$ cat src/sv/fpr_pkg.sv
`timescale 1ns / 1ps
// ----------------------------------------------------------------------------
// fpr_pkg
// Shared widths, command and status codes, and register indexes for the
// FIFO page replacement unit.
// ----------------------------------------------------------------------------
package fpr_pkg;

  // Default number of page frames the resident store can hold
  localparam int MAX_FRAMES_DEF = 16;

  // Field widths
  localparam int CMD_W   = 2;
  localparam int PAGE_W  = 31;
  localparam int SIZE_W  = 16;
  localparam int PS_W    = 16;
  localparam int FC_W    = 5;
  localparam int ST_W    = 2;
  localparam int CFG_IDX_W  = 1;
  localparam int CFG_DATA_W = 16;

  // Commands
  localparam logic [CMD_W-1:0] CMD_READ  = 2'd0;
  localparam logic [CMD_W-1:0] CMD_WRITE = 2'd1;
  localparam logic [CMD_W-1:0] CMD_QUERY = 2'd2;

  // Result status
  localparam logic [ST_W-1:0] ST_OK    = 2'd0;
  localparam logic [ST_W-1:0] ST_SPAN  = 2'd1;
  localparam logic [ST_W-1:0] ST_NOCFG = 2'd2;

  // Register indexes
  localparam logic [CFG_IDX_W-1:0] REG_PAGE_SIZE   = 1'd0;
  localparam logic [CFG_IDX_W-1:0] REG_FRAME_COUNT = 1'd1;

  // Reset value of frame_count
  localparam logic [FC_W-1:0] FC_RESET = 5'd1;

endpackage

$ cat src/sv/fpr_ram.sv
`timescale 1ns / 1ps
// ----------------------------------------------------------------------------
// fpr_ram
// Generic single-port-write, single-port-read RAM with a registered read.
// ----------------------------------------------------------------------------
module fpr_ram #(
  parameter int WIDTH = 8,
  parameter int DEPTH = 16,
  parameter int ADDR_W = (DEPTH > 1) ? $clog2(DEPTH) : 1
) (
  input  logic              clk,
  input  logic              wr_en,
  input  logic [ADDR_W-1:0] wr_addr,
  input  logic [WIDTH-1:0]  wr_data,
  input  logic [ADDR_W-1:0] rd_addr,
  output logic [WIDTH-1:0]  rd_data
);

  logic [WIDTH-1:0] mem [DEPTH];

  // Write port and registered read port
  always_ff @(posedge clk) begin
    if (wr_en) begin
      mem[wr_addr] <= wr_data;
    end
    rd_data <= mem[rd_addr];
  end

endmodule

$ cat src/sv/fifo_page_replacement_unit.sv
`timescale 1ns / 1ps
// ----------------------------------------------------------------------------
// fifo_page_replacement_unit
// Page lookup with FIFO replacement over a small resident page store.
// ----------------------------------------------------------------------------
// Usage:
//   Command channel: an access beat (cmd, address, access_size) is taken at a
//   clock edge with start high and busy low. busy stays high until the result
//   is produced. Each beat yields exactly one result (status, page_number,
//   was_miss), shown for one cycle with done high; the receiver cannot stall.
//   Config port: cfg_we/cfg_index/cfg_data write page_size (index 0) and
//   frame_count (index 1); write only while busy is low and no result pending.
// Sequence:
//   Unconfigured or empty access: result in the cycle after the accept.
//   Otherwise a bit-serial restoring divider runs, then a span check state
//   that answers spans and queries; reads and writes go on to a scan of the
//   resident pages through the RAM read port, one entry per cycle, a step to
//   compare the last read and a step to leave. A hit ends the scan on its
//   compare cycle. A miss goes on through an evict state and a write state;
//   busy drops with the result, so one beat at a time.
// Reset: rst clears the resident count, oldest slot, page_size (0) and
//   frame_count (1). The page RAM is not cleared; only written slots are compared.
// ----------------------------------------------------------------------------
module fifo_page_replacement_unit
  import fpr_pkg::*;
#(
  parameter int MAX_FRAMES = MAX_FRAMES_DEF
) (
  input  logic                  clk,
  input  logic                  rst,
  // command channel
  input  logic                  start,
  output logic                  busy,
  input  logic [CMD_W-1:0]      cmd,
  input  logic [PAGE_W-1:0]     address,
  input  logic [SIZE_W-1:0]     access_size,
  // result channel
  output logic                  done,
  output logic [ST_W-1:0]       status,
  output logic [PAGE_W-1:0]     page_number,
  output logic                  was_miss,
  // configuration
  input  logic                  cfg_we,
  input  logic [CFG_IDX_W-1:0]  cfg_index,
  input  logic [CFG_DATA_W-1:0] cfg_data
);

  localparam int SLOT_W = (MAX_FRAMES > 1) ? $clog2(MAX_FRAMES) : 1;
  localparam int CNT_W  = $clog2(MAX_FRAMES + 1);
  localparam int DIV_CNT_W = $clog2(PAGE_W);
  localparam logic [DIV_CNT_W-1:0] DIV_LAST = DIV_CNT_W'(PAGE_W - 1);
  localparam logic [CNT_W:0] MAX_EXT = (CNT_W + 1)'(MAX_FRAMES);

  // State codes
  localparam logic [2:0] S_IDLE  = 3'd0;
  localparam logic [2:0] S_DIV   = 3'd1;
  localparam logic [2:0] S_CHK   = 3'd2;
  localparam logic [2:0] S_SCAN  = 3'd3;
  localparam logic [2:0] S_EVICT = 3'd4;
  localparam logic [2:0] S_LOAD  = 3'd5;

  logic [2:0]           state;
  logic [PS_W-1:0]      page_size;
  logic [FC_W-1:0]      frame_count;
  logic [CNT_W-1:0]     res_count;
  logic [SLOT_W-1:0]    oldest;

  // per-beat working registers
  logic [CMD_W-1:0]     cmd_q;
  logic [SIZE_W-1:0]    size_q;
  logic [PAGE_W-1:0]    dvd;        // dividend in, quotient out
  logic [PS_W-1:0]      rem;
  logic [DIV_CNT_W-1:0] div_cnt;
  logic [CNT_W-1:0]     scan_i;
  logic                 pend;

  // RAM ports
  logic                 wr_en;
  logic [SLOT_W-1:0]    wr_addr;
  logic [SLOT_W-1:0]    rd_addr;
  logic [PAGE_W-1:0]    rd_data;

  // divider step
  logic [PS_W:0]        trial;
  logic                 trial_ge;
  // span check: remainder + size beyond one page
  logic [PS_W:0]        end_off;
  logic                 spans;
  // frame limit and eviction
  logic [CNT_W-1:0]     lim;
  logic                 full;
  logic [CNT_W-1:0]     evict_n;

  // Wrap a slot sum back into 0..MAX_FRAMES-1 (sum stays below twice the depth)
  function automatic logic [SLOT_W-1:0] wrap_slot(input logic [CNT_W:0] s);
    if (s >= MAX_EXT) begin
      return SLOT_W'(s - MAX_EXT);
    end else begin
      return SLOT_W'(s);
    end
  endfunction

  assign busy = (state != S_IDLE);

  assign trial    = {rem, dvd[PAGE_W-1]};
  assign trial_ge = (trial >= {1'b0, page_size});
  assign end_off  = {1'b0, rem} + {1'b0, size_q};
  assign spans    = (end_off > {1'b0, page_size});

  // Clamp frame_count into 1..MAX_FRAMES
  always_comb begin
    priority if (frame_count == '0) begin
      lim = CNT_W'(1);
    end else if (32'(frame_count) > 32'(MAX_FRAMES)) begin
      lim = CNT_W'(MAX_FRAMES);
    end else begin
      lim = CNT_W'(frame_count);
    end
  end

  assign full    = (res_count >= lim);
  assign evict_n = res_count - lim + CNT_W'(1);

  // Read address walks from the oldest slot; write lands after the newest
  assign rd_addr = wrap_slot((CNT_W + 1)'(oldest) + (CNT_W + 1)'(scan_i));
  assign wr_addr = wrap_slot((CNT_W + 1)'(oldest) + (CNT_W + 1)'(res_count));
  assign wr_en   = (state == S_LOAD);

  // Page store; beats never overlap, so a write always precedes later reads
  fpr_ram #(
    .WIDTH (PAGE_W),
    .DEPTH (MAX_FRAMES)
  ) u_pages (
    .clk     (clk),
    .wr_en   (wr_en),
    .wr_addr (wr_addr),
    .wr_data (dvd),
    .rd_addr (rd_addr),
    .rd_data (rd_data)
  );

  // Configuration registers
  always_ff @(posedge clk) begin
    if (rst) begin
      page_size   <= '0;
      frame_count <= FC_RESET;
    end else if (cfg_we) begin
      unique case (cfg_index)
        REG_PAGE_SIZE:   page_size   <= cfg_data[PS_W-1:0];
        REG_FRAME_COUNT: frame_count <= cfg_data[FC_W-1:0];
        default: ;
      endcase
    end
  end

  // Control sequencer
  always_ff @(posedge clk) begin
    if (rst) begin
      state     <= S_IDLE;
      done      <= 1'b0;
      res_count <= '0;
      oldest    <= '0;
      pend      <= 1'b0;
    end else begin
      done <= 1'b0;
      unique case (state)
        S_IDLE: begin
          if (start) begin
            cmd_q   <= cmd;
            size_q  <= access_size;
            dvd     <= address;
            rem     <= '0;
            div_cnt <= '0;
            priority if (page_size == '0) begin
              done        <= 1'b1;
              status      <= ST_NOCFG;
              page_number <= '0;
              was_miss    <= 1'b0;
            end else if (access_size == '0) begin
              done        <= 1'b1;
              status      <= ST_SPAN;
              page_number <= '0;
              was_miss    <= 1'b0;
            end else begin
              state <= S_DIV;
            end
          end
        end

        // one quotient bit per cycle
        S_DIV: begin
          rem     <= trial_ge ? PS_W'(trial - {1'b0, page_size}) : trial[PS_W-1:0];
          dvd     <= {dvd[PAGE_W-2:0], trial_ge};
          div_cnt <= div_cnt + DIV_CNT_W'(1);
          if (div_cnt == DIV_LAST) begin
            state <= S_CHK;
          end
        end

        S_CHK: begin
          scan_i <= '0;
          pend   <= 1'b0;
          if (spans) begin
            done        <= 1'b1;
            status      <= ST_SPAN;
            page_number <= '0;
            was_miss    <= 1'b0;
            state       <= S_IDLE;
          end else if (cmd_q == CMD_READ || cmd_q == CMD_WRITE) begin
            state <= S_SCAN;
          end else begin
            done        <= 1'b1;
            status      <= ST_OK;
            page_number <= dvd;
            was_miss    <= 1'b0;
            state       <= S_IDLE;
          end
        end

        // issue one read per cycle, compare the entry read the cycle before
        S_SCAN: begin
          priority if (pend && rd_data == dvd) begin
            done        <= 1'b1;
            status      <= ST_OK;
            page_number <= dvd;
            was_miss    <= 1'b0;
            pend        <= 1'b0;
            state       <= S_IDLE;
          end else if (scan_i < res_count) begin
            scan_i <= scan_i + CNT_W'(1);
            pend   <= 1'b1;
          end else if (pend) begin
            pend <= 1'b0;
          end else begin
            state <= S_EVICT;
          end
        end

        // drop oldest pages until one frame is free
        S_EVICT: begin
          if (full) begin
            oldest    <= wrap_slot((CNT_W + 1)'(oldest) + (CNT_W + 1)'(evict_n));
            res_count <= lim - CNT_W'(1);
          end
          state <= S_LOAD;
        end

        S_LOAD: begin
          res_count   <= res_count + CNT_W'(1);
          done        <= 1'b1;
          status      <= ST_OK;
          page_number <= dvd;
          was_miss    <= 1'b1;
          state       <= S_IDLE;
        end

        default: state <= S_IDLE;
      endcase
    end
  end

endmodule

$ cat config.mk
export PLATFORM = sky130hd
export DESIGN_NAME = fifo_page_replacement_unit
export DESIGN_NICKNAME = d
export VERILOG_FILES = /design/src/sv/fpr_pkg.sv /design/src/sv/fpr_ram.sv /design/src/sv/fifo_page_replacement_unit.sv
export SDC_FILE = /design/constraint.sdc
export NUM_CORES = 1
export LEC_CHECK = 0
export BUFFER_PORTS_ARGS = -buffer_cell sky130_fd_sc_hd__buf_2
export CORE_MARGIN = 2
export CORE_UTILIZATION = 44
export CTS_CLUSTER_SIZE = 16
export DETAILED_ROUTE_END_ITERATION = 12
export SLEW_MARGIN = 25
export SYNTH_ARGS = -nofsm -noshare
export SYNTH_HDL_FRONTEND = slang
export SYNTH_SLANG_ARGS = --single-unit
$ cat constraint.sdc
create_clock -name clk -period 6.2 [get_ports clk]
set_input_delay 0 -clock clk [delete_from_list [all_inputs] [get_ports clk]]
set_output_delay 0 -clock clk [all_outputs]
set_load 0.01 [all_outputs]
# Word level (Yosys, flattened, before mapping)
# Memories as Yosys holds them, arrays and structs flattened. A register that Yosys moved wholly into a read port is not among the register bits.
# Cells that the tools add are included.
# word_totals
ff_bits,144
mem_bits_rw,496
input_bits,70
out_inout_bits,36
wordCells,142
memories,1
# op_classes
n_addsub,14
order_cmp,8
eq_ne,20
mux,60
bitwise,2
reduce_logical,21
# memory_table
memory,words,word_bits,rd,rd_ports_with_merged_regs,wr,line,source
u_pages.mem,16,31,1,1,1,fpr_ram.sv:19,logic [WIDTH-1:0] mem [DEPTH];
# op_table
cell,n
$mux 31,7
$pmux 31 s4,1
$pmux 31 s2,1
$logic_not 16->1,2
$mux 16,2
$pmux 16 s2,1
$eq 31x31->1,1
$mux 5,6
$pmux 5 s2,3
$mux 3,7
$add 5x1->5 const B,4
$add 4x5->6,3
$ge 6x5->1 const B,3
$add 16x16->17,1
$ge 17x16->1,1
$gt 17x16->1,1
$mux 1,16
$mux 2,8
$ne 2x2->1 const B,8
$sub 16x16->16,1
$pmux 3 s5,1
$mux 4,3
$ne 3x3->1 const B,4
$reduce_and 6->1,2
26 further kinds,38

# Logic depth before layout (Yosys ltp)
# depth
word_depth,8
depth_mapped,19
ltp_nobuf,18

# By module
# A second synthesis with hierarchy kept.
# hier_totals
cells_unflattened,1684
hier_area_um2,27865.5
# modules_own_cells
module,instances,cells_per_inst,area_per_inst_um2,seq_area_each_um2
fpr_ram,1,812,19248.5,15514.9
fifo_page_replacement_unit,1,872,8617.0,3943.8

# Worst setup path before layout
# No wires, ideal clock.
# synth_path
path_kind,register to register
startpoint,reg state[0]
endpoint,"reg div_cnt[0], enable pin"
setup_time_ns,0.590
arrival_ns,5.549
slack_ns,0.061
stages_incl_launch_ff,4
path_buffers,1
path_cell_list,dfxtp_1 -> clkbuf_1 -> nor2_1 -> nor4_1
# synth_between
elab_chain_cells,3
elab_cells_between_ends,5
cone_classes,eq/ne (2); reduce/logical (3)
# synth_lines
item,line,source
"start, declared",fifo_page_replacement_unit.sv:62,logic [2:0] state;
"start signal, assigned",fifo_page_replacement_unit.sv:159,state <= S_IDLE;
"start signal, assigned",fifo_page_replacement_unit.sv:185,state <= S_DIV;
"start signal, assigned",fifo_page_replacement_unit.sv:196,state <= S_CHK;
$eq 3x1->1 or $logic_not 3->1 (tied branches),fifo_page_replacement_unit.sv:166,unique case (state)
$reduce_bool 2->1 (no line) or $ne 2x2->1 (tied branches),n/a,
$reduce_and 3->1 (no line) (*),n/a,
"end signal, assigned",fifo_page_replacement_unit.sv:194,div_cnt <= div_cnt + DIV_CNT_W'(1);
"end, declared",fifo_page_replacement_unit.sv:73,logic [DIV_CNT_W-1:0] div_cnt;
# Mark *: on every way between the ends. The rest lies on a longest branch, timed or not.
# A chain may end at the register's enable or synchronous reset.

# Worst setup path after layout
# layout_path
startpoint,reg rem[0]
endpoint,"reg page_number[24], enable pin"
# layout_between
elab_chain_cells,4
# layout_lines
item,line,source
"start, declared",fifo_page_replacement_unit.sv:72,logic [PS_W-1:0] rem;
"start signal, assigned",fifo_page_replacement_unit.sv:192,"rem <= trial_ge ? PS_W'(trial - {1'b0, page_size}) : trial[PS_W-1:0];"
$add 16x16->17,fifo_page_replacement_unit.sv:107,"assign end_off = {1'b0, rem} + {1'b0, size_q};"
$gt 17x16->1,fifo_page_replacement_unit.sv:108,"assign spans = (end_off > {1'b0, page_size});"
$ne 3x3->1 (no line),n/a,
$reduce_and 6->1 (no line),n/a,
"end signal, assigned",fifo_page_replacement_unit.sv:214,page_number <= dvd;
"end signal, assigned",fifo_page_replacement_unit.sv:225,page_number <= dvd;
"end signal, assigned",fifo_page_replacement_unit.sv:252,page_number <= dvd;
"end, declared",fifo_page_replacement_unit.sv:40,"output logic [PAGE_W-1:0] page_number,"
# No other way between the ends.

==> out/qor.log <==
INFO  timing         max_freq=198.0MHz
INFO  worst_setup_path crit_fanout=18
INFO  timing         timing_hold_violations_final=0
INFO  worst_setup_path worstRegToRegCells=19
INFO  floorplanning  core.rowCount=92
INFO  layout         mostFrequentLayoutCell=sky130_fd_sc_hd__edfxtp_1
INFO  cts            insertion_delay=0.61ns
INFO  place          pre_cts_slack=1.206ns
INFO  worst_setup_path worstPathRequired=6.46ns
INFO  worst_setup_path worst_setup_path_type=flip-flop to flip-flop
INFO  timing         slew_worst_pin=0.9643ns
INFO  drt            routed.top_layer=met4
INFO  logic_synthesis syn_area=28,060um^2
INFO  logic_synthesis asyncSetResetFlopFracSynth=0
INFO  drt            firstDrtPassIters=7
INFO  cts            post_cts_buffers=0
INFO  logic_synthesis ys_types=60
INFO  logic_synthesis synth_sequential_area_ratio=0.6935
INFO  power          leakage_power=11.40nW
INFO  drt            via_density_per_instance=5.543
INFO  timing         setup_repair_after_global_routing_missed_its_margin=no
INFO  layout         flow.area_growth_from_synthesis=18.40%
INFO  layout         sequential_cell_area=19,460um^2
INFO  grt            antenna_found_initial=0
INFO  drt            met3WireLength=3585um
INFO  cts            tritoncts_sinks=670
INFO  drt            detail-route-antenna-nets=0
INFO  cts            worst_setup_hold_path_clk_slew=0.06ns
INFO  worst_setup_path timing.critical_path.to_type=flip-flop
INFO  logic_synthesis synth_enable_flop_cells=604
INFO  timing         min_period_over_period=0.8148
INFO  drt            routed_wire_length_per_instance=22.82um
INFO  logic_synthesis ys_seq_elements=670
INFO  layout         most-common-layout-cells=sky130_fd_sc_hd__edfxtp_1 (604), sky130_fd_sc_hd__nand2_1 (224), sky130_fd_sc_hd__mux4_2 (124), sky130_fd_sc_hd__buf_2 (104), sky130_fd_sc_hd__dlygate4sd3_1 (102)
INFO  place          dp.final_hpwl=37,000um
INFO  cts            htreeDepth=3
INFO  layout         fill_cells=5,116
INFO  min_path       min_delay_path_depth=2
INFO  worst_setup_path worst-endpoint-arrival=5.31ns
INFO  logic_synthesis top_reg_cell_synth=sky130_fd_sc_hd__edfxtp_1
INFO  floorplanning  core-area=63,080um^2
INFO  floorplanning  floorplan.io_pins=106
INFO  drt            m1WireLength=28,580um
INFO  drt            number_of_design_rule_violations_left_after_detail_routing=0
INFO  logic_synthesis yosys_warnings=0
INFO  grt            global_route.overflow_total=0
INFO  logic_synthesis syn_avg_cell_area=16.02um^2
INFO  logic_synthesis netlist_instances=1,751
INFO  layout         layout.cell_area.non_filler=33,220um^2
INFO  cts            clock_tree.root_cell=sky130_fd_sc_hd__clkbuf_16
INFO  drt            route.met2.wl=32,250um
INFO  place          count_of_input_and_output_buffers=104
INFO  grt            grt_max_degree=63
INFO  cts            cts_inserted_buffers=72
INFO  cts            cts_tree=built
INFO  place          postPlaceCellArea=29,890um^2
INFO  timing         fin_worst_skew=0.02312ns
INFO  timing         finalSetupViolations=0
INFO  timing         setup_tns=0ns
INFO  place          finalWeightedCongestion=0.8449
INFO  layout         layout-drive-gt1-share=0.1974
INFO  grt            gr-usage-all-layers=0.2017
INFO  timing         relSlewSlack=0.3571
INFO  floorplanning  die_w=256.5um
INFO  timing         fin_crit=5.052ns
INFO  run            cap_viol_max_count=0
INFO  logic_synthesis synth.net_count=1,901
INFO  layout         num_antenna_cells=0
INFO  floorplanning  initial_util=0.4448
INFO  grt            grt_first_pass_wirelength=99,430um
INFO  status         outcome=finished, final reports clean
INFO  cts            ctsLongestPathBuffers=3
INFO  timing         final.setup.worst_slack=1.148ns
INFO  power          p_per_area=357.7nW/um^2
INFO  layout         multiInputGateArea=8359um^2
INFO  drt            detail_route.iter0.violations=1,307
INFO  power          irDropWorstVdd=206.5uV
INFO  drt            num_vias=16,090
INFO  grt            grt_pass1_vias=16,279
INFO  timing         maxSlewViolCount=0
INFO  min_path       min_path_type=input port to flip-flop
INFO  layout         finalNetCount=2,147
INFO  floorplanning  die_height=256.5um
INFO  floorplanning  die_area=65,800um^2
INFO  worst_setup_path startpoint_type=flip-flop
INFO  drt            finalWirelength=66,260um
-- state kept, by name (all words and copies together), names as in the netlist, 4 cells and up --
| name | cells |
|---|---|
| page_size | 16 |
| dvd | 31 |
| oldest | 4 |
| div_cnt | 5 |
| size_q | 16 |
| u_pages.rd_data | 31 |
| frame_count | 5 |
| res_count | 5 |
| page_number | 31 |
| scan_i | 5 |
| rem | 16 |
| u_pages.mem | 496 |
-- layout make-up --
| class | count | area share |
|---|---|---|
| Tap cell | 846 | 0.03186 |
| Inverter | 47 | 0.005311 |
| Clock buffer | 94 | 0.05917 |
| Timing Repair Buffer | 243 | 0.05589 |
| Clock inverter | 40 | 0.01036 |
| Sequential cell | 670 | 0.5858 |
| Multi-Input combinational cell | 963 | 0.2516 |
-- synth_stat cells, drive strengths merged (3+ instances only) --
cell | number | area, um^2
a2111oi | 3 | 26.28
a211oi | 42 | 325.3
a21boi | 4 | 30.03
a21o | 15 | 113.9
a21oi | 56 | 284.0
a31oi | 37 | 231.5
and2 | 36 | 225.2
and2b | 6 | 45.04
and3 | 5 | 31.28
buf | 20 | 92.59
clkbuf | 51 | 191.4
dfxtp | 66 | 1321
edfxtp | 604 | 18140
fa | 6 | 120.1
ha | 74 | 925.9
inv | 47 | 176.4
mux2i | 9 | 90.09
mux4 | 124 | 2793
nand2 | 224 | 840.8
nand2b | 10 | 62.56
nand3 | 22 | 110.1
nand4 | 14 | 87.58
nor2 | 72 | 270.3
nor2b | 30 | 187.7
nor3 | 9 | 45.04
nor4 | 13 | 81.33
o21a | 8 | 60.06
o21ai | 25 | 125.1
o21bai | 3 | 22.52
o22ai | 5 | 31.28
o31a | 3 | 26.28
o31ai | 3 | 22.52
or3 | 5 | 31.28
xnor2 | 60 | 525.5
xor2 | 16 | 140.1
-- path summary, 6_finish.rpt --
kind                                startpoint              end  slack, ns
worst min-delay path                    cmd[1]         cmd_q[1]       0.12
worst min register to register  frame_count[1]   frame_count[1]       0.50
worst max register to register          rem[0]  page_number[24]       1.15
worst max-delay path                    rem[0]  page_number[24]       1.15
-- cell families after synthesis --
logic type	synth area share
XOR/XNOR	0.02372
AND/OR/NAND/NOR	0.07354
flip-flops	0.6935
buffers and inverters	0.01641
multiplexers	0.1027
adder cells (fa/ha/maj)	0.03728
AO/OA/AOI/OAI	0.05276
-- per-layer routing --
layer	track usage	up-vias
met1	0.2762	8236
met3	0.03598	110
met5	0	-
met2	0.3303	484
li1	-	7260
met4	0.06218	0
-- where the power goes --
part / total, W / internal (W) / switching [W]
registers: 0.00576 / 0.00541 / 0.000342
logic: 0.00196 / 0.000796 / 0.00116
clock network: 0.00417 / 0.00242 / 0.00175
total: 0.0119 / 0.00863 / 0.00325
-- through the flow --
stage	hold slack, ns	utilization	power (W)	std cells
2_1_floorplan	0.09887	-	0.007044	1751
3_3_place_gp	0.1940	0.4738	0.007706	2667
3_5_place_dp	0.1934	0.4738	0.007759	2667
4_1_cts	0.08442	0.5266	0.01198	2903
5_1_grt	0.1017	0.5266	0.01241	2903
6_report	0.1159	0.5266	0.01188	2903
-- timing repair --
item	4_1_cts	5_1_grt
hold endpoints to repair	79	0
hold buffers	102	0
resized for setup	0	0
-- worst max-delay path, stage by stage (launching register included) --
cell and delay, ns:
sky130_fd_sc_hd__edfxtp_1 0.40, sky130_fd_sc_hd__ha_1 0.23, sky130_fd_sc_hd__inv_1 0.07, sky130_fd_sc_hd__fa_1 0.39
sky130_fd_sc_hd__nand2b_1 0.18, sky130_fd_sc_hd__a21oi_1 0.27, sky130_fd_sc_hd__o21a_1 0.25, sky130_fd_sc_hd__a21o_1 0.18
sky130_fd_sc_hd__a21o_2 0.13, sky130_fd_sc_hd__a21oi_1 0.07, sky130_fd_sc_hd__xnor2_1 0.13, sky130_fd_sc_hd__ha_1 0.29
sky130_fd_sc_hd__nand2_1 0.08, sky130_fd_sc_hd__nor4_1 0.36, sky130_fd_sc_hd__a211oi_1 0.14, sky130_fd_sc_hd__o31ai_1 0.09
sky130_fd_sc_hd__a2bb2oi_1 0.11, sky130_fd_sc_hd__buf_4 0.18, sky130_fd_sc_hd__a21oi_4 0.70, sky130_fd_sc_hd__buf_4 0.44
(Power assumes the default switching activity.)
